===== config.mk =====
export PLATFORM = sky130hd
export DESIGN_NAME = spq_rsp_stage
export DESIGN_NICKNAME = d
export VERILOG_FILES = /design/src/rtl/spq_pkg.sv /design/src/rtl/spq_rsp_stage.sv
export SDC_FILE = /design/constraint.sdc
export NUM_CORES = 1
export LEC_CHECK = 0
export BUFFER_PORTS_ARGS = -buffer_cell sky130_fd_sc_hd__buf_2
export CORE_MARGIN = 1
export CORE_UTILIZATION = 44
export CTS_CLUSTER_SIZE = 24
export DETAILED_ROUTE_END_ITERATION = 12
export PLACE_DENSITY = 0.95
export SYNTH_ARGS = -nofsm -noshare
export SYNTH_HDL_FRONTEND = slang
export SYNTH_SLANG_ARGS = --single-unit

===== constraint.sdc =====
create_clock -name clock -period 3.7 [get_ports clock]
set_input_delay 0.185 -clock clock [delete_from_list [all_inputs] [get_ports clock]]
set_output_delay 0.185 -clock clock [all_outputs]
set_load 0.03 [all_outputs]

===== src/rtl/spq_pkg.sv =====
// Shared types and constants for the scale pitch table quantizer.
package spq_pkg;

   localparam int ENTRY_INDEX_W = 7;
   localparam int NOTE_POS_W    = 23;
   localparam int RATIO_W       = 32;
   localparam int PITCH_W       = 32;

   // 1.0 in Q8.24.
   localparam logic [RATIO_W-1:0] ONE_Q24 = 32'h0100_0000;

   typedef enum logic [1:0] {
      OP_WRITE = 2'd0,
      OP_NOTE  = 2'd1,
      OP_QDOWN = 2'd2,
      OP_QNEAR = 2'd3
   } op_type;

   typedef enum logic [3:0] {
      ST_CLEAR,
      ST_IDLE,
      ST_SCAN,
      ST_SCAN_END,
      ST_NOTE_A,
      ST_NOTE_B,
      ST_NOTE_C,
      ST_NOTE_D,
      ST_NOTE_E,
      ST_DONE
   } state_type;

   typedef struct packed {
      logic                      mapped;
      logic [RATIO_W-1:0]        ratio;
      logic signed [PITCH_W-1:0] pitch;
   } tbl_entry_type;

   typedef struct packed {
      logic [RATIO_W-1:0]        ratio_out;
      logic signed [PITCH_W-1:0] pitch_out;
      logic                      hit;
   } rsp_word_type;

endpackage


===== src/rtl/spq_rsp_stage.sv =====
// Result output register between the sequencer and the rsp channel.
module spq_rsp_stage
   import spq_pkg::*;
(
   input  logic                      clock,
   input  logic                      reset,
   input  logic                      res_valid,
   output logic                      res_ready,
   input  rsp_word_type              res_word,
   output logic                      rsp_valid,
   input  logic                      rsp_ready,
   output logic [RATIO_W-1:0]        rsp_ratio_out,
   output logic signed [PITCH_W-1:0] rsp_pitch_out,
   output logic                      rsp_hit
);

   logic         rsp_valid_ff, rsp_valid_in;
   rsp_word_type word_ff;

   assign res_ready = !rsp_valid_ff || rsp_ready;

   always_comb begin
      rsp_valid_in = rsp_valid_ff;
      if (res_valid && res_ready) begin
         rsp_valid_in = 1'b1;
      end else if (rsp_ready) begin
         rsp_valid_in = 1'b0;
      end
   end

   always_ff @(posedge clock) begin
      if (reset) begin
         rsp_valid_ff <= 1'b0;
      end else begin
         rsp_valid_ff <= rsp_valid_in;
      end
   end

   always_ff @(posedge clock) begin
      if (res_valid && res_ready) begin
         word_ff <= res_word;
      end
   end

   assign rsp_valid     = rsp_valid_ff;
   assign rsp_ratio_out = word_ff.ratio_out;
   assign rsp_pitch_out = word_ff.pitch_out;
   assign rsp_hit       = word_ff.hit;

endmodule


# --- Word level (Yosys, flattened, before mapping) ---
# Cells that the tools add are included.
word_totals:
  regBits: 66
op_classes:
  mux: 2
  n_reduce_logical: 4
op_table:
  columns: ["op", "count"]
  rows:
  - ["$mux W1", 2]
  - ["$reduce_bool A2 Y1", 1]
  - ["$logic_and A1 B1 Y1", 1]
  - ["$logic_not A1 Y1", 1]
  - ["$logic_or A1 B1 Y1", 1]

# --- Depth between registers and ports, before layout ---
# Gate-level depths: netlist (run 1).
depth:
  ltp_word: 4
  ltp_mapped: 2
  ltp_nobuf: 2

# --- Worst setup path before layout (run 1) ---
# No wires, ideal clock.
synth_timing:
  path_kind: "register -> register"
  from: "register rsp_valid_ff, in the netlist rsp_valid"
  to: "register word_ff, in the netlist rsp_hit (enable)"
  setup_ns: 0.377
  t_arrival_ns: 1.175
  path_slack_ns: 2.148
  path_stages_with_launch: 3
  path_buffers: 0
  period_less_slack_ns: 1.552
  cell_sequence: "dfxtp_1 -> nand2b_4 -> and2_4"
synth_via:
  elab_chain_len: 3
synth_lines:
  columns: ["element", "line_no", "source"]
  rows:
  - ["from (decl)", "spq_rsp_stage.sv:17", "logic rsp_valid_ff, rsp_valid_in;"]
  - ["from (signal assigned)", "spq_rsp_stage.sv:35", "rsp_valid_ff <= rsp_valid_in;"]
  - ["$logic_not A1 Y1", "spq_rsp_stage.sv:20", "assign res_ready = !rsp_valid_ff || rsp_ready;"]
  - ["$logic_or A1 B1 Y1", "spq_rsp_stage.sv:20", null]
  - ["via res_ready", "spq_rsp_stage.sv:8", "output logic res_ready,"]
  - ["$logic_and A1 B1 Y1", "spq_rsp_stage.sv:40", "if (res_valid && res_ready) begin"]
  - ["to (signal assigned)", "spq_rsp_stage.sv:41", "word_ff <= res_word;"]
  - ["to (decl)", "spq_rsp_stage.sv:18", "rsp_word_type word_ff;"]
# The timed path passes the listed nets, and every way through them passes these cells.
# A chain may end at the register's enable or synchronous reset.

# --- Worst setup path after layout (run 1) ---
layout_timing:
  from: "register rsp_valid_ff, in the netlist rsp_valid"
  to: "register word_ff, in the netlist rsp_ratio_out[10] (enable)"
layout_via:
  elab_chain_len: 3
layout_lines:
  columns: ["element", "line_no"]
  rows:
  - ["$logic_not A1 Y1", "spq_rsp_stage.sv:20"]
  - ["$logic_or A1 B1 Y1", "spq_rsp_stage.sv:20"]
  - ["$logic_and A1 B1 Y1", "spq_rsp_stage.sv:40"]
# No other way between the ends.

==> metrics.log, run 1 <==
[metrics] summed area of non-filler cells in the final layout: about 2900 µm²
[metrics] P_int: about 0.0012 W
[metrics] number of core rows: 24
[metrics] Non-Filler Instances: approximately 270
[metrics] number of nets in the synthesized netlist: about 140
[metrics] Worst Path Max Fanout: 65
[metrics] proportion of power drawn by flip-flops and latches: 55.2%
[metrics] buffer cell driving the clock tree root: clkbuf_8
[metrics] Skew-Pair Late Insertion Delay: 0.31 ns
[metrics] Synth-to-Final Area Change: 46.0%
[metrics] share of cells above drive strength 1: 68.8%
[metrics] total length of routed wires: roughly 4000 µm
[metrics] setup slack, reg-to-reg: 2.19 ns
[metrics] maximum achievable frequency: 661 MHz
[metrics] total power density per cell area: 546 nW/µm²
[metrics] tightest slew margin relative to the limit: between 40 and 50%
[metrics] Net count, final: 285
[metrics] Die Area: 4840 µm²
[metrics] x dimension of the die: ~70 µm
[metrics] Via-to-Cell Ratio: around 4.5
[metrics] static leakage: ~1.3 nW
[metrics] critical path class: reg2reg
[metrics] number of global-route vias before repair: ~1200
[metrics] Worst Hold Path Cells: 2
[metrics] kind of start point of the critical path: flop
[metrics] Placement Cell Area: ~2700 µm²
[metrics] setup_tns: 0 ns
[metrics] result of the run: completed
[metrics] average cell area after synthesis: roughly 29 µm²
[metrics] Yosys reg bits: 66
[metrics] R2R depth: 2
[metrics] async set-or-reset flop fraction in the synthesized netlist: 0%
[metrics] post-synthesis instance total: 70
[metrics] kind of end point of the critical path: flop
[metrics] max-slew violation count: 0
[metrics] area of the core: 4350 µm²
[metrics] number of antenna violations at the first check in global routing: 0
[metrics] number of DRC violations after detailed-routing iteration 0: 63
[metrics] vias: roughly 1200
[metrics] iteration count of the initial detailed-routing pass: 4
[metrics] number of enable-type register cells in the synthesized netlist: 65
[metrics] sequential area share after synthesis: 98.3%
[metrics] clock input transition at the sequential cells of the worst setup and hold paths: about 0.06 ns
[metrics] number of placed I/O pins: approximately 140
[metrics] Area contributors post-synth: edfxtp_1 (97%), dfxtp_1 (1.0%), nand2b_4 (0.69%), a21oi_2 (0.44%), and2_4 (0.44%)
[metrics] switching power as a share of total power: around a quarter
[metrics] number of hold violations in the final report: 0
[metrics] effective utilization at floorplan: 46.1%
[metrics] largest net degree at the start of global routing: 66
[metrics] count of input and output buffers: about 140
[metrics] routability-driven placement congestion ratio: ~0.76
[metrics] Worst Hold Path EP: rsp_valid
[metrics] # DRC: 0
[metrics] Routed wire per std cell: about 15 µm
[metrics] final setup vio count: 0
[metrics] required time reported for the critical path endpoint: around 3.6 ns
[metrics] clock tree sinks: 66
[metrics] CTS buffer count: 9
[metrics] FF-to-FF Start: rsp_valid
[metrics] Min Hold Slack: 0.0265 ns
[metrics] global-route wire length before repair: 5530 µm
[metrics] Min-Delay Path Class: in2reg
[metrics] die outline height: between 60 and 70 µm
[metrics] Antenna Cells: 0
[metrics] number of buffers added for setup after CTS: 0
[metrics] post-detailed-route count of antenna-violating nets: 0
[metrics] Yosys top cell area share: 97.3%
[metrics] share of power burned in the clock network: approximately a third
[metrics] clock tree from TritonCTS: done
[metrics] most used flip-flop cell after synthesis: edfxtp_1
[metrics] maximum resistive drop on vdd: 0.000379 V
[metrics] number of distinct library cell variants in the gate-level netlist after synthesis: 6
[metrics] number of buffers on the longest clock path: 2
[metrics] actual transition at the worst max-transition pin: 0.830 ns
[metrics] number of max-cap violations: 0
[metrics] capture instance of the worst register-to-register path: rsp_ratio_out[10]
[metrics] total routing usage reported by global routing: around 16%
[metrics] GR Overflow Total: 0
[metrics] synthesis warning total: 0
[metrics] Post-CTS Hold Buffers: 0
[metrics] cell accounting for the most synthesized area: edfxtp_1
[metrics] time the final worst path needs with I/O delays and setup: 1.51 ns
[metrics] Netlist Area Pre-Place: roughly 2000 µm²
[metrics] worst endpoint data arrival time: between 1 and 1.5 ns
[metrics] unrepaired setup endpoints after global routing: no
[metrics] Placed Cells: 257
[metrics] logic gate share of total power: a little under an eighth
[metrics] final clock period utilization by the worst path: slightly above 40%
[metrics] net switching power: between 0.0003 and 0.0004 W
[metrics] library cell with the highest instance count after synthesis: edfxtp_1
[metrics] startpoint of the worst hold path: reset
[metrics] total number of H-tree levels: 3
[metrics] quantity of gates resized following cts: 0
[metrics] Worst Skew: ~0.0054 ns
[metrics] Total Power: 0.00160 W
[placed cells by master (no fill, tap or decap)]
master	netlist	layout
and2_4	1	1
nand2b_4	1	1
clkinv_2	0	2
clkbuf_1	0	2
edfxtp_1	65	65
dfxtp_1	1	1
buf_2	0	135
clkbuf_8	0	12
inv_1	1	1
a21oi_2	1	1
[critical path, stage by stage (launching register included)]
cell and delay [ns]:
dfxtp_1 0.33, nand2b_4 0.08, and2_4 0.69
[state kept, by name, indices dropped and copies added (netlist names)]
register and count:
rsp_pitch_out 32, rsp_ratio_out 32, rsp_hit 1, rsp_valid 1
[layer usage]
metal / up-vias / part of all wire, % / track usage (%)
met5: - / 0 / 0
met4: 0 / 0.80 / 7.48
met3: 2 / 11 / 8.14
met2: 86 / 53 / 28.0
met1: 562 / 35 / 15.3
li1: 572 / - / -
[layout make-up]
cell class                 count  area [µm²]
fill                         297        1420
inverter                       1        3.75
timing repair buffer         135         676
sequential                    66        1970
clock inverter                 2        10.0
clock buffer                  14         173
tap                           52        65.1
multi-input combinational      3        31.3
[logic make-up (layout without fill, tap and decap cells)]
group	count (synthesis)	in the layout	share of synthesized area [%]
AOI/OAI and AO/OA	1	1	0.436
buffers and inverters	1	152	0.187
DFF	66	66	98.3
and+or+nand+nor	2	2	1.12
[metrics by stage]
| step | setup slack, ns | util [%] |
|---|---|---|
| after floorplan | 2.15 | - |
| after CTS | 2.20 | 67.3 |
| final | 2.19 | 67.3 |
| after global placement | 2.26 | 63.1 |
| after detailed placement | 2.21 | 63.1 |
| after global routing | 2.13 | 67.3 |
[worst max-delay path by stage]
stage               startpoint           endpoint  cells past startpoint  slack [ns]
floorplan            rsp_valid            rsp_hit                      2        2.15
global placement     rsp_valid  rsp_pitch_out[19]                      2        2.26
detailed placement   rsp_valid  rsp_pitch_out[19]                      2        2.21
CTS                  rsp_valid  rsp_ratio_out[22]                      2        2.20
global route         rsp_valid  rsp_ratio_out[10]                      2        2.13
finish               rsp_valid  rsp_ratio_out[10]                      2        2.19
[power by group through the flow]
stage / Combinational [W] / Clock (W) / Sequential, W
floorplan: 0.0000168 / 0 / 0.000989
finish: 0.000182 / 0.000534 / 0.000884
CTS: 0.000184 / 0.000547 / 0.000885
global placement: 0.000180 / 0 / 0.000898
detailed placement: 0.000184 / 0 / 0.000900
global route: 0.000190 / 0.000575 / 0.000887
Power figures use the tool's default switching activity.
==> run 2, diff against run 1 <==
--- a/config.mk
+++ b/config.mk
@@ -5,12 +5,13 @@
 export SDC_FILE = /design/constraint.sdc
 export NUM_CORES = 1
 export LEC_CHECK = 0
+export ABC_AREA = 1
 export BUFFER_PORTS_ARGS = -buffer_cell sky130_fd_sc_hd__buf_2
 export CORE_MARGIN = 1
-export CORE_UTILIZATION = 44
+export CORE_UTILIZATION = 36
 export CTS_CLUSTER_SIZE = 24
 export DETAILED_ROUTE_END_ITERATION = 12
-export PLACE_DENSITY = 0.95
+export PLACE_DENSITY = 0.86
 export SYNTH_ARGS = -nofsm -noshare
 export SYNTH_HDL_FRONTEND = slang
 export SYNTH_SLANG_ARGS = --single-unit
==> constraint.sdc (replaced) <==
create_clock -name clock -period 1.33 [get_ports clock]
set_input_delay 0.0665 -clock clock [delete_from_list [all_inputs] [get_ports clock]]
set_output_delay 0.0665 -clock clock [all_outputs]
set_load 0.03 [all_outputs]
==> run 2 against run 1 <==
- utilization grew 3.1 points
- register-to-register slack worse by 2.0 ns
- sequential share of layout area decreased by 14 points
- area after synthesis is 0.37% lower
- sequential cell count did not move
- combinational power grew to 3.8 times the previous value
- largest cell class unchanged
==> metrics.log, run 2 <==
[metrics] max-slew violation count: 0 (unchanged)
[metrics] required time reported for the critical path endpoint: 1.35 ns (was 3.64 ns)
[metrics] number of nets in the synthesized netlist: 140 (was 139)
[metrics] switching power as a share of total power: 22.9% (was 23.4%)
[metrics] area of the core: 5240 µm² (was 4350 µm²)
[metrics] tightest slew margin relative to the limit: 87.0% (was 44.6%)
[metrics] footprint of the multi-input gates: 31.3 µm² (unchanged)
[metrics] iteration count of the initial detailed-routing pass: 4 (unchanged)
[metrics] die outline height: 76.5 µm (was 69.5 µm)
[metrics] library cell with the highest instance count after synthesis: edfxtp_1 (unchanged)
[metrics] synthesis warning total: 0 (unchanged)
[metrics] Area contributors post-synth: edfxtp_1 (98%), dfxtp_1 (1.0%), a21oi_2 (0.44%), nand2_2 (0.31%), a21oi_1 (0.25%) (was edfxtp_1 (97%), dfxtp_1 (1.0%), nand2b_4 (0.69%), a21oi_2 (0.44%), and2_4 (0.44%))
[metrics] x dimension of the die: 76.5 µm (was 69.5 µm)
[metrics] number of distinct library cell variants in the gate-level netlist after synthesis: 7 (was 6)
[metrics] sequential area share after synthesis: 98.6% (was 98.3%)
[metrics] number of enable-type register cells in the synthesized netlist: 65 (unchanged)
[metrics] number of buffers on the longest clock path: 2 (unchanged)
[metrics] Synth-to-Final Area Change: 84.5% (was 46.0%)
[metrics] Net count, final: 354 (was 285)
[metrics] DP HPWL: about 3000 µm
[metrics] total power density per cell area: 1330 nW/µm² (was 546 nW/µm²)
[metrics] number of max-cap violations: 0 (unchanged)
[metrics] time the final worst path needs with I/O delays and setup: 1.12 ns (was 1.51 ns)
[metrics] share of power burned in the clock network: 35.7% (was 33.4%)
[metrics] critical path class: reg2reg (unchanged)
[metrics] Min-Delay Path Class: in2reg (unchanged)
[metrics] post-synthesis instance total: 71 (was 70)
[metrics] P_int: 0.00377 W (was 0.00123 W)
[metrics] total number of H-tree levels: 3 (unchanged)
[metrics] number of antenna violations at the first check in global routing: 0 (unchanged)
[metrics] Die Area: 5860 µm² (was 4840 µm²)
[metrics] kind of end point of the critical path: flop (unchanged)
[metrics] Routed wire per std cell: 14.1 µm (was 14.6 µm)
[metrics] logic gate share of total power: 14.0% (was 11.4%)
[metrics] combined flip-flop and latch cell area: 1980 µm² (was 1970 µm²)
[metrics] actual transition at the worst max-transition pin: 0.195 ns (was 0.830 ns)
[metrics] total length of routed wires: 5080 µm (was 3980 µm)
[metrics] clock input transition at the sequential cells of the worst setup and hold paths: 0.07 ns (was 0.06 ns)
[metrics] number of hold violations in the final report: 0 (unchanged)
[metrics] setup slack, reg-to-reg: 0.21 ns (was 2.19 ns)
[metrics] buffer cell driving the clock tree root: clkbuf_8 (unchanged)
[metrics] final clock period utilization by the worst path: 84.4% (was 40.9%)
[metrics] number of core rows: 26 (was 24)
[metrics] result of the run: completed (unchanged)
[metrics] # DRC: 0 (unchanged)
[metrics] async set-or-reset flop fraction in the synthesized netlist: 0% (unchanged)
[metrics] kind of start point of the critical path: flop (unchanged)
[metrics] summed area of non-filler cells in the final layout: 3690 µm² (was 2930 µm²)
[metrics] net switching power: 0.00112 W (was 0.000375 W)
[metrics] commonest cells after routing, fill and taps aside: buf_2 (135), dlygate4sd3_1 (66), edfxtp_1 (65) (was buf_2 (135), edfxtp_1 (65), clkbuf_8 (12))
[metrics] most used flip-flop cell after synthesis: edfxtp_1 (unchanged)
[metrics] Via-to-Cell Ratio: 4.06 (was 4.48)
[metrics] Yosys top cell area share: 97.6% (was 97.3%)
[metrics] maximum achievable frequency: 891 MHz (was 661 MHz)
[metrics] Antenna Cells: 0 (unchanged)
[metrics] clock tree from TritonCTS: done (unchanged)
[metrics] maximum resistive drop on vdd: 0.000926 V (was 0.000379 V)
[metrics] Yosys reg bits: 66 (unchanged)
[metrics] proportion of power drawn by flip-flops and latches: 50.3% (was 55.2%)
[metrics] number of placed I/O pins: 136 (unchanged)
[metrics] cell accounting for the most synthesized area: edfxtp_1 (unchanged)
[metrics] post-detailed-route count of antenna-violating nets: 0 (unchanged)
[metrics] routability-driven placement congestion ratio: 0.659 (was 0.761)
[metrics] Netlist Area Pre-Place: 2000 µm² (was 2010 µm²)
[metrics] CTS buffer count: 9 (unchanged)
[metrics] final setup vio count: 0 (unchanged)
[metrics] Worst Skew: 0.00626 ns (was 0.00536 ns)
[metrics] clock tree sinks: 66 (unchanged)
[metrics] total of fill cells in the finished design: 366 (was 297)
[metrics] most common cell after layout, fill and taps aside: buf_2 (unchanged)
[metrics] count of input and output buffers: 135 (unchanged)
[metrics] number of DRC violations after detailed-routing iteration 0: 56 (was 63)
[metrics] Min Hold Slack: 0.0418 ns (was 0.0265 ns)
[metrics] vias: 1462 (was 1222)
[metrics] number of buffers added for setup after CTS: 0 (unchanged)
[metrics] average cell area after synthesis: 28.2 µm² (was 28.7 µm²)
[metrics] GR Overflow Total: 0 (unchanged)
[metrics] static leakage: 1.58 nW (was 1.28 nW)
[metrics] number of global-route vias before repair: 1596 (was 1204)
[metrics] effective utilization at floorplan: 38.2% (was 46.1%)
[metrics] unrepaired setup endpoints after global routing: no (unchanged)
[metrics] share of cells above drive strength 1: 53.4% (was 68.8%)
[metrics] worst endpoint data arrival time: 1.14 ns (was 1.45 ns)
[metrics] Skew-Pair Late Insertion Delay: 0.32 ns (was 0.31 ns)
[metrics] global-route wire length before repair: 7720 µm (was 5530 µm)
[metrics] Placement Cell Area: 2820 µm² (was 2750 µm²)
[metrics] Worst Path Max Fanout: 38 (was 65)
[metrics] total routing usage reported by global routing: 18.2% (was 16.0%)
[metrics] largest net degree at the start of global routing: 39 (was 66)
-- run 2: layer usage --
layer / global-route usage [%] / vias to the layer above / part of all wire, %
met5: 0 / - / 0
met4: 10.4 / 0 / 0.43
met3: 7.19 / 2 / 8.2
met2: 30.3 / 80 / 52
met1: 19.8 / 669 / 39
li1: - / 711 / -
-- run 2: path summary, 6_finish.rpt --
check | from | end | cells past startpoint
worst min register to register | rsp_valid | rsp_valid | 2
worst max-delay path | rsp_valid | rsp_ratio_out[28] | 2
worst max register to register | rsp_valid | rsp_ratio_out[28] | 2
worst min-delay path | rsp_ready | rsp_valid | 4
-- run 2: per-stage QoR --
stage / worst slack [ns] / instances / total power [W] / setup TNS (ns) / utilization (%)
after floorplan: -0.593 / 71 / 0.00280 / -38.51 / -
after global placement: 0.242 / 278 / 0.00302 / 0 / 53.8
after detailed placement: 0.222 / 278 / 0.00303 / 0 / 53.8
after CTS: 0.214 / 360 / 0.00494 / 0 / 70.4
after global routing: 0.149 / 360 / 0.00506 / 0 / 70.4
final: 0.208 / 360 / 0.00489 / 0 / 70.4
-- run 2: critical path, cell delays in order (launching register included) --
cell	delay [ns]
dfxtp_4	0.36
a21oi_4	0.19
buf_12	0.24
-- run 2: cell type report --
cell class / instances / area share (%)
Clock buffer: 11 / 3.56
Sequential cell: 66 / 53.6
Tap cell: 70 / 2.37
Clock inverter: 5 / 2.14
Timing Repair Buffer: 203 / 37.3
Inverter: 2 / 0.204
Multi-Input combinational cell: 3 / 0.848
-- run 2: power by group through the flow --
stage               registers [W]  clock network [W]  logic [W]
global route              0.00247            0.00186   0.000721
global placement          0.00250                  0   0.000524
CTS                       0.00246            0.00180   0.000681
floorplan                 0.00275                  0  0.0000472
detailed placement        0.00250                  0   0.000531
finish                    0.00246            0.00174   0.000686
-- run 2: cell families after synthesis --
kind of cell | Yosys count | share of synthesized area (%)
compound gates | 2 | 0.688
buf+inv | 2 | 0.375
flops | 66 | 98.6
simple gates | 1 | 0.313
-- run 2: repair_timing --
action | 4_1_cts | 5_1_grt
resized for setup | 0 | 0
hold buffers | 66 | 0
hold endpoints to repair | 66 | 0
