===== src/rtl/spq_pkg.sv =====
// Shared types and constants for the scale pitch table quantizer.
package spq_pkg;

   localparam int ENTRY_INDEX_W = 7;
   localparam int NOTE_POS_W    = 23;
   localparam int RATIO_W       = 32;
   localparam int PITCH_W       = 32;

   // 1.0 in Q8.24.
   localparam logic [RATIO_W-1:0] ONE_Q24 = 32'h0100_0000;

   typedef enum logic [1:0] {
      OP_WRITE = 2'd0,
      OP_NOTE  = 2'd1,
      OP_QDOWN = 2'd2,
      OP_QNEAR = 2'd3
   } op_type;

   typedef enum logic [3:0] {
      ST_CLEAR,
      ST_IDLE,
      ST_SCAN,
      ST_SCAN_END,
      ST_NOTE_A,
      ST_NOTE_B,
      ST_NOTE_C,
      ST_NOTE_D,
      ST_NOTE_E,
      ST_DONE
   } state_type;

   typedef struct packed {
      logic                      mapped;
      logic [RATIO_W-1:0]        ratio;
      logic signed [PITCH_W-1:0] pitch;
   } tbl_entry_type;

   typedef struct packed {
      logic [RATIO_W-1:0]        ratio_out;
      logic signed [PITCH_W-1:0] pitch_out;
      logic                      hit;
   } rsp_word_type;

endpackage


===== src/rtl/spq_engine.sv =====
// Sequencer and datapath: table clear, entry writes, note lookup and quantize scans.
module spq_engine
   import spq_pkg::*;
#(
   parameter int TABLE_DEPTH    = 128,
   parameter int NOTE_FRAC_BITS = 16
) (
   input  logic                       clock,
   input  logic                       reset,
   input  logic                       req_valid,
   output logic                       req_ready,
   input  logic [1:0]                 req_operation,
   input  logic [ENTRY_INDEX_W-1:0]   req_entry_index,
   input  logic                       req_entry_mapped,
   input  logic [RATIO_W-1:0]         req_entry_ratio,
   input  logic signed [PITCH_W-1:0]  req_entry_pitch,
   input  logic [NOTE_POS_W-1:0]      req_note_position,
   input  logic signed [PITCH_W-1:0]  req_query_pitch,
   output logic                                 mem_wr_en,
   output logic [$clog2(TABLE_DEPTH)-1:0]       mem_wr_addr,
   output tbl_entry_type                        mem_wr_data,
   output logic                                 mem_rd_en,
   output logic [$clog2(TABLE_DEPTH)-1:0]       mem_rd_addr,
   input  tbl_entry_type                        mem_rd_data,
   output logic                       res_valid,
   input  logic                       res_ready,
   output rsp_word_type               res_word
);

   localparam int IDX_W  = $clog2(TABLE_DEPTH);
   localparam int PROD_W = RATIO_W + 2 + NOTE_FRAC_BITS;
   localparam logic [IDX_W-1:0] LAST_IDX = IDX_W'(TABLE_DEPTH - 1);
   localparam logic [63:0] NOTE_TOP = 64'(TABLE_DEPTH - 1) << NOTE_FRAC_BITS;
   localparam logic signed [PROD_W-1:0] HALF = PROD_W'(1) << (NOTE_FRAC_BITS - 1);

   state_type state_ff, state_in;

   logic [IDX_W-1:0]           clr_cnt_ff, clr_cnt_in;
   logic [IDX_W-1:0]           scan_cnt_ff, scan_cnt_in;
   logic                       rd_pend_ff, rd_pend_in;
   logic [IDX_W-1:0]           rd_idx_ff, rd_idx_in;
   op_type                     op_ff, op_in;
   logic signed [PITCH_W-1:0]  query_ff, query_in;
   logic [IDX_W-1:0]           note_idx_ff, note_idx_in;
   logic [NOTE_FRAC_BITS-1:0]  note_frac_ff, note_frac_in;
   logic                       note_top_ff, note_top_in;
   logic [RATIO_W-1:0]         a_ratio_ff, a_ratio_in;
   logic                       a_map_ff, a_map_in;
   logic                       b_map_ff, b_map_in;
   logic signed [RATIO_W:0]    diff_ff, diff_in;
   logic signed [PROD_W-1:0]   prod_ff, prod_in;
   logic [PITCH_W:0]           best_ff, best_in;
   logic [RATIO_W-1:0]         res_ratio_ff, res_ratio_in;
   logic signed [PITCH_W-1:0]  res_pitch_ff, res_pitch_in;
   logic                       res_hit_ff, res_hit_in;

   op_type                     req_op;
   logic                       accept;
   logic [63:0]                pos_wide;
   logic [63:0]                pos_clamp;
   logic [IDX_W-1:0]           pos_idx;
   logic signed [PITCH_W:0]    pdiff;
   logic [PITCH_W:0]           pabs;
   logic                       down_match;
   logic                       near_match;
   logic signed [PROD_W-1:0]   rnd;
   logic signed [PROD_W-1:0]   interp;

   assign req_op = op_type'(req_operation);
   assign accept = req_valid && req_ready;

   // Next state.
   always_comb begin
      state_in = state_ff;
      case (state_ff)
         ST_CLEAR: begin
            if (clr_cnt_ff == LAST_IDX) begin
               state_in = ST_IDLE;
            end
         end
         ST_IDLE: begin
            if (req_valid) begin
               case (req_op)
                  OP_WRITE: state_in = ST_DONE;
                  OP_NOTE:  state_in = ST_NOTE_A;
                  default:  state_in = ST_SCAN;
               endcase
            end
         end
         ST_SCAN: begin
            if (scan_cnt_ff == LAST_IDX) begin
               state_in = ST_SCAN_END;
            end
         end
         ST_SCAN_END: state_in = ST_DONE;
         ST_NOTE_A:   state_in = ST_NOTE_B;
         ST_NOTE_B:   state_in = ST_NOTE_C;
         ST_NOTE_C:   state_in = ST_NOTE_D;
         ST_NOTE_D:   state_in = ST_NOTE_E;
         ST_NOTE_E:   state_in = ST_DONE;
         ST_DONE: begin
            if (res_ready) begin
               state_in = ST_IDLE;
            end
         end
         default: state_in = ST_CLEAR;
      endcase
   end

   // State outputs: handshake and memory port control.
   always_comb begin
      req_ready   = 1'b0;
      res_valid   = 1'b0;
      mem_wr_en   = 1'b0;
      mem_wr_addr = clr_cnt_ff;
      mem_wr_data = '0;
      mem_rd_en   = 1'b0;
      mem_rd_addr = scan_cnt_ff;
      case (state_ff)
         ST_CLEAR: begin
            mem_wr_en = 1'b1;
         end
         ST_IDLE: begin
            req_ready   = 1'b1;
            mem_wr_addr = IDX_W'(req_entry_index);
            mem_wr_data = '{mapped: req_entry_mapped, ratio: req_entry_ratio,
                            pitch: req_entry_pitch};
            mem_wr_en   = req_valid && (req_op == OP_WRITE) &&
                          (32'(req_entry_index) < 32'(TABLE_DEPTH));
         end
         ST_SCAN: begin
            mem_rd_en = 1'b1;
         end
         ST_NOTE_A: begin
            mem_rd_en   = 1'b1;
            mem_rd_addr = note_idx_ff;
         end
         ST_NOTE_B: begin
            mem_rd_en   = 1'b1;
            mem_rd_addr = note_idx_ff + IDX_W'(1);
         end
         ST_DONE: begin
            res_valid = 1'b1;
         end
         default: begin
         end
      endcase
   end

   // Note position clamp and split into entry index and fraction.
   always_comb begin
      pos_wide  = 64'(req_note_position);
      pos_clamp = (pos_wide > NOTE_TOP) ? NOTE_TOP : pos_wide;
      pos_idx   = IDX_W'(pos_clamp >> NOTE_FRAC_BITS);
   end

   // Per-entry compare for the scans.
   always_comb begin
      pdiff      = {mem_rd_data.pitch[PITCH_W-1], mem_rd_data.pitch} -
                   {query_ff[PITCH_W-1], query_ff};
      pabs       = pdiff[PITCH_W] ? (PITCH_W+1)'(-pdiff) : (PITCH_W+1)'(pdiff);
      down_match = mem_rd_data.mapped && (rd_idx_ff != '0) &&
                   (mem_rd_data.pitch <= query_ff);
      near_match = mem_rd_data.mapped && (!res_hit_ff || (pabs <= best_ff));
   end

   // Interpolation: a + round((b - a) * f / 2^F), same as the weighted sum.
   always_comb begin
      rnd    = prod_ff + HALF;
      interp = rnd >>> NOTE_FRAC_BITS;
   end

   always_comb begin
      clr_cnt_in   = clr_cnt_ff;
      scan_cnt_in  = scan_cnt_ff;
      rd_pend_in   = (state_ff == ST_SCAN);
      rd_idx_in    = scan_cnt_ff;
      op_in        = op_ff;
      query_in     = query_ff;
      note_idx_in  = note_idx_ff;
      note_frac_in = note_frac_ff;
      note_top_in  = note_top_ff;
      a_ratio_in   = a_ratio_ff;
      a_map_in     = a_map_ff;
      b_map_in     = b_map_ff;
      diff_in      = diff_ff;
      prod_in      = PROD_W'(diff_ff) * PROD_W'($signed({1'b0, note_frac_ff}));
      best_in      = best_ff;
      res_ratio_in = res_ratio_ff;
      res_pitch_in = res_pitch_ff;
      res_hit_in   = res_hit_ff;

      if (state_ff == ST_CLEAR) begin
         clr_cnt_in = clr_cnt_ff + IDX_W'(1);
      end

      if (accept) begin
         op_in        = req_op;
         query_in     = req_query_pitch;
         note_idx_in  = pos_idx;
         note_frac_in = NOTE_FRAC_BITS'(pos_clamp);
         note_top_in  = (pos_idx == LAST_IDX);
         scan_cnt_in  = '0;
         best_in      = '0;
         res_ratio_in = '0;
         res_pitch_in = (req_op == OP_QNEAR) ? $signed(ONE_Q24) : '0;
         res_hit_in   = 1'b0;
      end

      if (state_ff == ST_SCAN) begin
         scan_cnt_in = scan_cnt_ff + IDX_W'(1);
      end

      // Ascending scan: the last match seen is the highest index, which is
      // what quantize-down wants and gives quantize-nearest its tie rule.
      if (rd_pend_ff) begin
         if ((op_ff == OP_QDOWN) ? down_match : near_match) begin
            res_pitch_in = mem_rd_data.pitch;
            res_hit_in   = 1'b1;
            best_in      = pabs;
         end
      end

      if (state_ff == ST_NOTE_B) begin
         a_ratio_in = mem_rd_data.ratio;
         a_map_in   = mem_rd_data.mapped;
      end

      if (state_ff == ST_NOTE_C) begin
         b_map_in = mem_rd_data.mapped && !note_top_ff;
         diff_in  = $signed({1'b0, mem_rd_data.ratio}) - $signed({1'b0, a_ratio_ff});
      end

      if (state_ff == ST_NOTE_E) begin
         if (!a_map_ff) begin
            res_ratio_in = ONE_Q24;
            res_hit_in   = 1'b0;
         end else begin
            res_hit_in   = 1'b1;
            res_ratio_in = b_map_ff ? (a_ratio_ff + RATIO_W'(interp)) : a_ratio_ff;
         end
      end
   end

   always_ff @(posedge clock) begin
      if (reset) begin
         state_ff   <= ST_CLEAR;
         clr_cnt_ff <= '0;
         rd_pend_ff <= 1'b0;
      end else begin
         state_ff   <= state_in;
         clr_cnt_ff <= clr_cnt_in;
         rd_pend_ff <= rd_pend_in;
      end
   end

   always_ff @(posedge clock) begin
      scan_cnt_ff  <= scan_cnt_in;
      rd_idx_ff    <= rd_idx_in;
      op_ff        <= op_in;
      query_ff     <= query_in;
      note_idx_ff  <= note_idx_in;
      note_frac_ff <= note_frac_in;
      note_top_ff  <= note_top_in;
      a_ratio_ff   <= a_ratio_in;
      a_map_ff     <= a_map_in;
      b_map_ff     <= b_map_in;
      diff_ff      <= diff_in;
      prod_ff      <= prod_in;
      best_ff      <= best_in;
      res_ratio_ff <= res_ratio_in;
      res_pitch_ff <= res_pitch_in;
      res_hit_ff   <= res_hit_in;
   end

   assign res_word = '{ratio_out: res_ratio_ff, pitch_out: res_pitch_ff, hit: res_hit_ff};

`ifndef SYNTHESIS
   // A scan read in flight never meets a table write.
   a_no_write_during_scan: assert property (@(posedge clock) disable iff (reset)
      rd_pend_ff |-> !mem_wr_en)
      else $error("table write while a scan read is pending");

   // The clearing pass keeps going until the top entry has been cleared.
   a_clear_runs_full: assert property (@(posedge clock) disable iff (reset)
      (state_ff == ST_CLEAR && clr_cnt_ff != LAST_IDX) |=> state_ff == ST_CLEAR)
      else $error("clearing pass ended early");

   // The final scan compare always follows the issue of the last address.
   a_scan_end_order: assert property (@(posedge clock) disable iff (reset)
      state_ff == ST_SCAN_END |-> $past(state_ff) == ST_SCAN && $past(scan_cnt_ff) == LAST_IDX)
      else $error("scan finished without reading the top entry");

   // A quantize query starts with no hit recorded.
   a_scan_starts_clean: assert property (@(posedge clock) disable iff (reset)
      (accept && (req_op == OP_QDOWN || req_op == OP_QNEAR)) |=> !res_hit_ff)
      else $error("stale hit at scan start");
`endif

endmodule


===== config.mk =====
export PLATFORM = sky130hd
export DESIGN_NAME = spq_engine
export DESIGN_NICKNAME = d
export VERILOG_FILES = /design/src/rtl/spq_pkg.sv /design/src/rtl/spq_engine.sv
export SDC_FILE = /design/constraint.sdc
export NUM_CORES = 2
export LEC_CHECK = 0
export ABC_AREA = 1
export BUFFER_PORTS_ARGS = -buffer_cell sky130_fd_sc_hd__buf_2
export CAP_MARGIN = 15
export CORE_ASPECT_RATIO = 0.7
export CORE_MARGIN = 4
export CORE_UTILIZATION = 34
export CTS_CLUSTER_SIZE = 30
export DETAILED_ROUTE_END_ITERATION = 10
export GPL_TIMING_DRIVEN = 0
export PLACE_DENSITY = 0.49
export SLEW_MARGIN = 10
export SYNTH_ARGS = -nofsm -noshare
export SYNTH_HDL_FRONTEND = slang
export SYNTH_SLANG_ARGS = --single-unit

===== constraint.sdc =====
create_clock -name clock -period 13.4 [get_ports clock]
set_clock_uncertainty 0.1 [all_clocks]
set_input_delay 0.67 -clock clock [delete_from_list [all_inputs] [get_ports clock]]
set_output_delay 0.67 -clock clock [all_outputs]
set_load 0.01 [all_outputs]

## Word-level counts from Yosys, hierarchy flattened

Cells that the tools add are included.

| cells by class | value |
|---|---|
| $add $sub $neg | 8 |
| $mul | 1 |
| $lt $le $gt $ge | 3 |
| eq/ne operators | 19 |
| multiplexer cells | 34 |
| reductions and logical operators | 17 |

Operator list:

| cell | count |
|---|---|
| $mux 32 | 7 |
| $mux 33 | 4 |
| $sub 32x32->33 | 2 |
| $mux 65 | 1 |
| $add 48x17->48 const B | 1 |
| $mul 33x17->48 | 1 |
| $pmux 4 s9 | 1 |
| $le 33x33->1 | 1 |
| $neg 33->33 | 1 |
| $add 32x32->32 | 1 |
| $le 32x32->1 | 1 |
| $mux 25 | 1 |
| $gt 23x23->1 const B | 1 |
| $mux 23 | 1 |
| $add 7x1->7 const B | 3 |
| $eq 7x7->1 const B | 3 |
| $mux 7 | 3 |
| $eq 4x3->1 const B | 4 |
| $mux 4 | 4 |
| $pmux 7 s2 | 1 |
| $mux 1 | 9 |
| $eq 4x2->1 const B | 2 |
| $eq 4x4->1 const B | 2 |
| $pmux 4 s2 | 1 |
| other kinds (16) | 26 |

| word-level totals | value |
|---|---|
| bits in registers | 297 |
| input port bits | 198 |
| output and inout bits | 148 |

## Depth between registers and ports, before layout

| depth | value |
|---|---|
| depth after elaboration | 10 |
| depth in mapped cells | 37 |

## Least setup slack after synthesis

No wires, ideal clock.

| timing | value |
|---|---|
| path kind | register -> register |
| start | reg diff_ff[13] |
| end | reg prod_ff[39] |
| arrival | 5.847 ns |
| data required time | 13.228 ns |
| slack | 7.382 ns |
| cell stages (with the launch flop) | 29 |
| period minus slack after synthesis | 6.018 ns |
| path through | edfxtp_1 clkbuf_1 clkbuf_1 nand2_1 fa_1 inv_1 fa_1 inv_1 fa_1 inv_1 fa_1 inv_1 fa_1 inv_1 fa_1 ha_1 nand2_1 nor2_1 inv_1 nor2_1 inv_1 nor4_1 a21oi_1 o21ai_0 nand2_1 nand2_1 nand2_1 nand2_1 xor2_1 |

| between the ends | value |
|---|---|
| longest elaborated chain between the ends | 1 |

Ends and longest elaborated chain:

| item | RTL line | text |
|---|---|---|
| from (decl) | spq_engine.sv:50 | `logic signed [RATIO_W:0] diff_ff, diff_in;` |
| from (signal assigned) | spq_engine.sv:268 | `diff_ff <= diff_in;` |
| $mul 33x17->48 | spq_engine.sv:187 | `prod_in = PROD_W'(diff_ff) * PROD_W'($signed({1'b0, note_frac_ff}));` |
| net prod_in[39] | spq_engine.sv:51 | `logic signed [PROD_W-1:0] prod_ff, prod_in;` |
| to (signal assigned) | spq_engine.sv:269 | `prod_ff <= prod_in;` |
| to (decl) | spq_engine.sv:51 |  |

The timed path passes the listed nets, and every way through them passes these cells.
A chain may end at the register's enable or synchronous reset.

## Final worst setup path

| timing | value |
|---|---|
| start | reg note_frac_ff[2] |
| end | reg prod_ff[39] |

| between the ends | value |
|---|---|
| longest elaborated chain between the ends | 1 |

Ends and longest elaborated chain:

| item | RTL line | text |
|---|---|---|
| from (decl) | spq_engine.sv:45 | `logic [NOTE_FRAC_BITS-1:0] note_frac_ff, note_frac_in;` |
| from (signal assigned) | spq_engine.sv:263 | `note_frac_ff <= note_frac_in;` |
| $mul 33x17->48 | spq_engine.sv:187 |  |
| net prod_in[39] | spq_engine.sv:51 |  |

The timed path passes the listed nets, and every way through them passes these cells.

==> flow_metrics.env <==
export IMPL_ys_top_cells_by_count="1,318 x inv_1, 1,186 x nand2_1, 492 x fa_1, 308 x nor2_1, 246 x ha_1"
export IMPL_yosysTopAreaCellShare=0.2590
export IMPL_synth_async_sr_flop_share=0
export IMPL_nNetsFinal=6377
export IMPL_p_per_area_nw_per_um2=57.01
export IMPL_netlist_instances=5049
export IMPL_crit_family="adder cells"
export IMPL_cts_buffer_depth=3
export IMPL_syn_nets=5985
export IMPL_synth_most_common_cell="inv_1"
export IMPL_synth_main_ff_cell="edfxtp_1"
export IMPL_multi_input_area_um2=25000
export IMPL_cpMostUsedCell="inv_1"
export IMPL_critPathSlowestCell="clkbuf_1"
export IMPL_regArea_um2=7287
export IMPL_area_delta_synth_final_pct=13.08
export IMPL_r2r_slack_ns=5.14
export IMPL_grt_usage=0.2177
export IMPL_fmax_mhz=121.0
export IMPL_relSlewSlack=0.1823
export IMPL_cts_max_level=2
export IMPL_crit_path_end_kind="flop"
export IMPL_start_util=0.3433
export IMPL_rsz0062_at_grt="false"
export IMPL_clk_pin_slew_ns=0.06
export IMPL_slowest_delay_ns=0.70
export IMPL_synth_edf_count=164
export IMPL_synth_area_leaders="fa_1 26%, inv_1 13%, edfxtp_1 13%, nand2_1 12%, ha_1 8.1%"
export IMPL_viasPerCell=4.752
export IMPL_hp_class="in2reg"
export IMPL_fin_crit_sh=0.6166
export IMPL_cap_viol_max_count=0
export IMPL_ant_nets=0
export IMPL_dpl_hpwl_um=110300
export IMPL_insertion_delay_ns=0.58
export IMPL_final_util=0.3882
export IMPL_start_kind="flop"
export IMPL_ctsHoldBuffers=0
export IMPL_ctsResizeCount=0
export IMPL_wl_um=127700
export IMPL_die_x_um=407.7
export IMPL_fp_dieH_um=287.8
export IMPL_routabilityCongestion=0.9409
export IMPL_p_leak_nw=22.87
export IMPL_avgRoutedWirePerCell_um=18.42
export IMPL_cts_made_buffers=38
export IMPL_grt_max_degree=48
export IMPL_met3_length_um=11210
export IMPL_ys_seq_elements=282
export IMPL_clock_sinks=282
export IMPL_setup_viol=0
export IMPL_dr_wl_met2_um=51110
export IMPL_dr_pass1_iters=5
export IMPL_nFillCells=11880
export IMPL_peakVddDrop_uv=88.31
export IMPL_dr_first_iter_drc_count=2844
export IMPL_synth_top_cell_by_area="fa_1"
export IMPL_finalSetupTns_ns=0
export IMPL_path_buf_inv=9
export IMPL_syn_avg_cell_area_um2=7.531
export IMPL_synthDistinctLibCells=65
export IMPL_worst_slew_pin_slew_ns=1.227
export IMPL_cts_root_buf="clkbuf_16"
export IMPL_crit_fanout=10
export IMPL_drive_gt1_frac=0.1029
export IMPL_maxUsedRoutingLayer="met5"
export IMPL_fin_crit_ns=8.263
export IMPL_syn_cell_area_um2=38030
export IMPL_rows=102
export IMPL_antenna_found_initial=7
export IMPL_grt_pass1_vias=32740
export IMPL_cp_required_ns=13.79
export IMPL_io_pins=346
export IMPL_grt_ovfl_total=0
export IMPL_yosysSeqAreaShare=0.1916
export IMPL_status="finished clean"
export IMPL_grt_pass1_wl_um=196300
export IMPL_whs_ns=0.1591
export IMPL_cts_tree="built"
export IMPL_cp_arrival_ns=8.65
export IMPL_final_hold_violation_count=0
export IMPL_drc_errors=0
export IMPL_cts_setup_buffers=0
export IMPL_path_class="reg2reg"
export IMPL_vias=32930
export IMPL_die_area_um2=117300
export IMPL_yosysWarnings=0
export IMPL_wl_met1_um=63850
export IMPL_coreArea_um2=110800
export IMPL_io_buffers=345
export IMPL_slew_violations=0
==> cells by family after synthesis <==
logic type | count (synthesis) | synth area share
simple gates | 1865 | 0.2073
buf+inv | 1516 | 0.1517
fa+ha+maj | 738 | 0.3400
compound gates | 490 | 0.07249
flops | 282 | 0.1916
xor+xnor | 158 | 0.03698
==> sequential cells by signal (all words and copies together), names as in the netlist <==
name / flops
b_map_ff: 1
res_hit_ff: 1
a_ratio_ff: 32
best_ff: 33
clr_cnt_ff: 7
prod_ff: 33
res_ratio_ff: 32
query_ff: 32
note_idx_ff: 7
a_map_ff: 1
res_pitch_ff: 32
rd_idx_ff: 7
note_top_ff: 1
diff_ff: 33
rd_pend_ff: 1
state_ff: 4
rd_idx_in: 7
note_frac_ff: 16
op_ff: 2
==> through the flow <==
step	instance area (µm²)	instances	setup WS (ns)	total power [mW]
after global routing	42990	6926	4.770	2.582
final	43000	6930	5.137	2.451
after floorplan	38030	5049	7.382	1.261
after CTS	42990	6926	5.368	2.490
after global placement	41570	6850	5.421	1.401
after detailed placement	41700	6857	5.419	1.405
==> worst paths after layout <==
check,depth (start not counted),from,to
worst max-delay path,28,note_frac_ff[2]$_SDFFCE_PP0P_,prod_ff[39]$_DFF_P_
worst min-delay path,1,req_query_pitch[5],query_ff[5]$_DFFE_PP_
worst max register to register,28,note_frac_ff[2]$_SDFFCE_PP0P_,prod_ff[39]$_DFF_P_
worst min register to register,0,rd_idx_in[6]$_SDFFCE_PN0P_,rd_idx_ff[6]$_DFF_P_
==> where the power goes <==
group | switching (mW) | internal [mW] | leakage, nW
Combinational | 0.256 | 0.162 | 19.8
Clock | 0.439 | 0.621 | 0.629
Sequential | 0.0180 | 0.955 | 2.42
Total | 0.713 | 1.74 | 22.9
==> metal layers <==
layer  track usage  up-vias
met5             0        -
met4       0.02944        4
met3       0.04429       82
met2        0.3161     1104
met1        0.3378    15830
li1              -    15910
==> final cells by class <==
| class | instances | area share |
|---|---|---|
| multi-input cells | 3251 | 0.5814 |
| flip-flops and latches | 282 | 0.1695 |
| inverters | 1336 | 0.1166 |
| well taps | 1456 | 0.04237 |
| repair buffers | 352 | 0.04231 |
| clock buffers | 50 | 0.02555 |
| plain buffers | 180 | 0.01760 |
| clock inverters | 19 | 0.004481 |
| diodes | 4 | 0.0002328 |
==> cells in the final DEF, fill, tap and decap left out, drive strengths merged, types with 2 or more instances in the layout <==
cell type,count
nand2,1221
dfxtp,118
nor3b,3
or2,5
buf,373
a21oi,231
o2111ai,3
nand3,153
nor4,17
a221oi,3
bufinv,2
and2,9
diode,4
nor2,336
a211oi,3
a31oi,18
xnor2,63
o21bai,7
o21ai,157
a21o,10
edfxtp,164
o21a,14
o211ai,8
xor2,95
a21boi,11
clkinvlp,3
nor3,57
fa,492
inv,1334
o311ai,3
ha,246
nand3b,9
o31ai,11
nand4,53
clkinv,16
clkbuf,209
o221ai,7
Power figures use the tool's default switching activity.
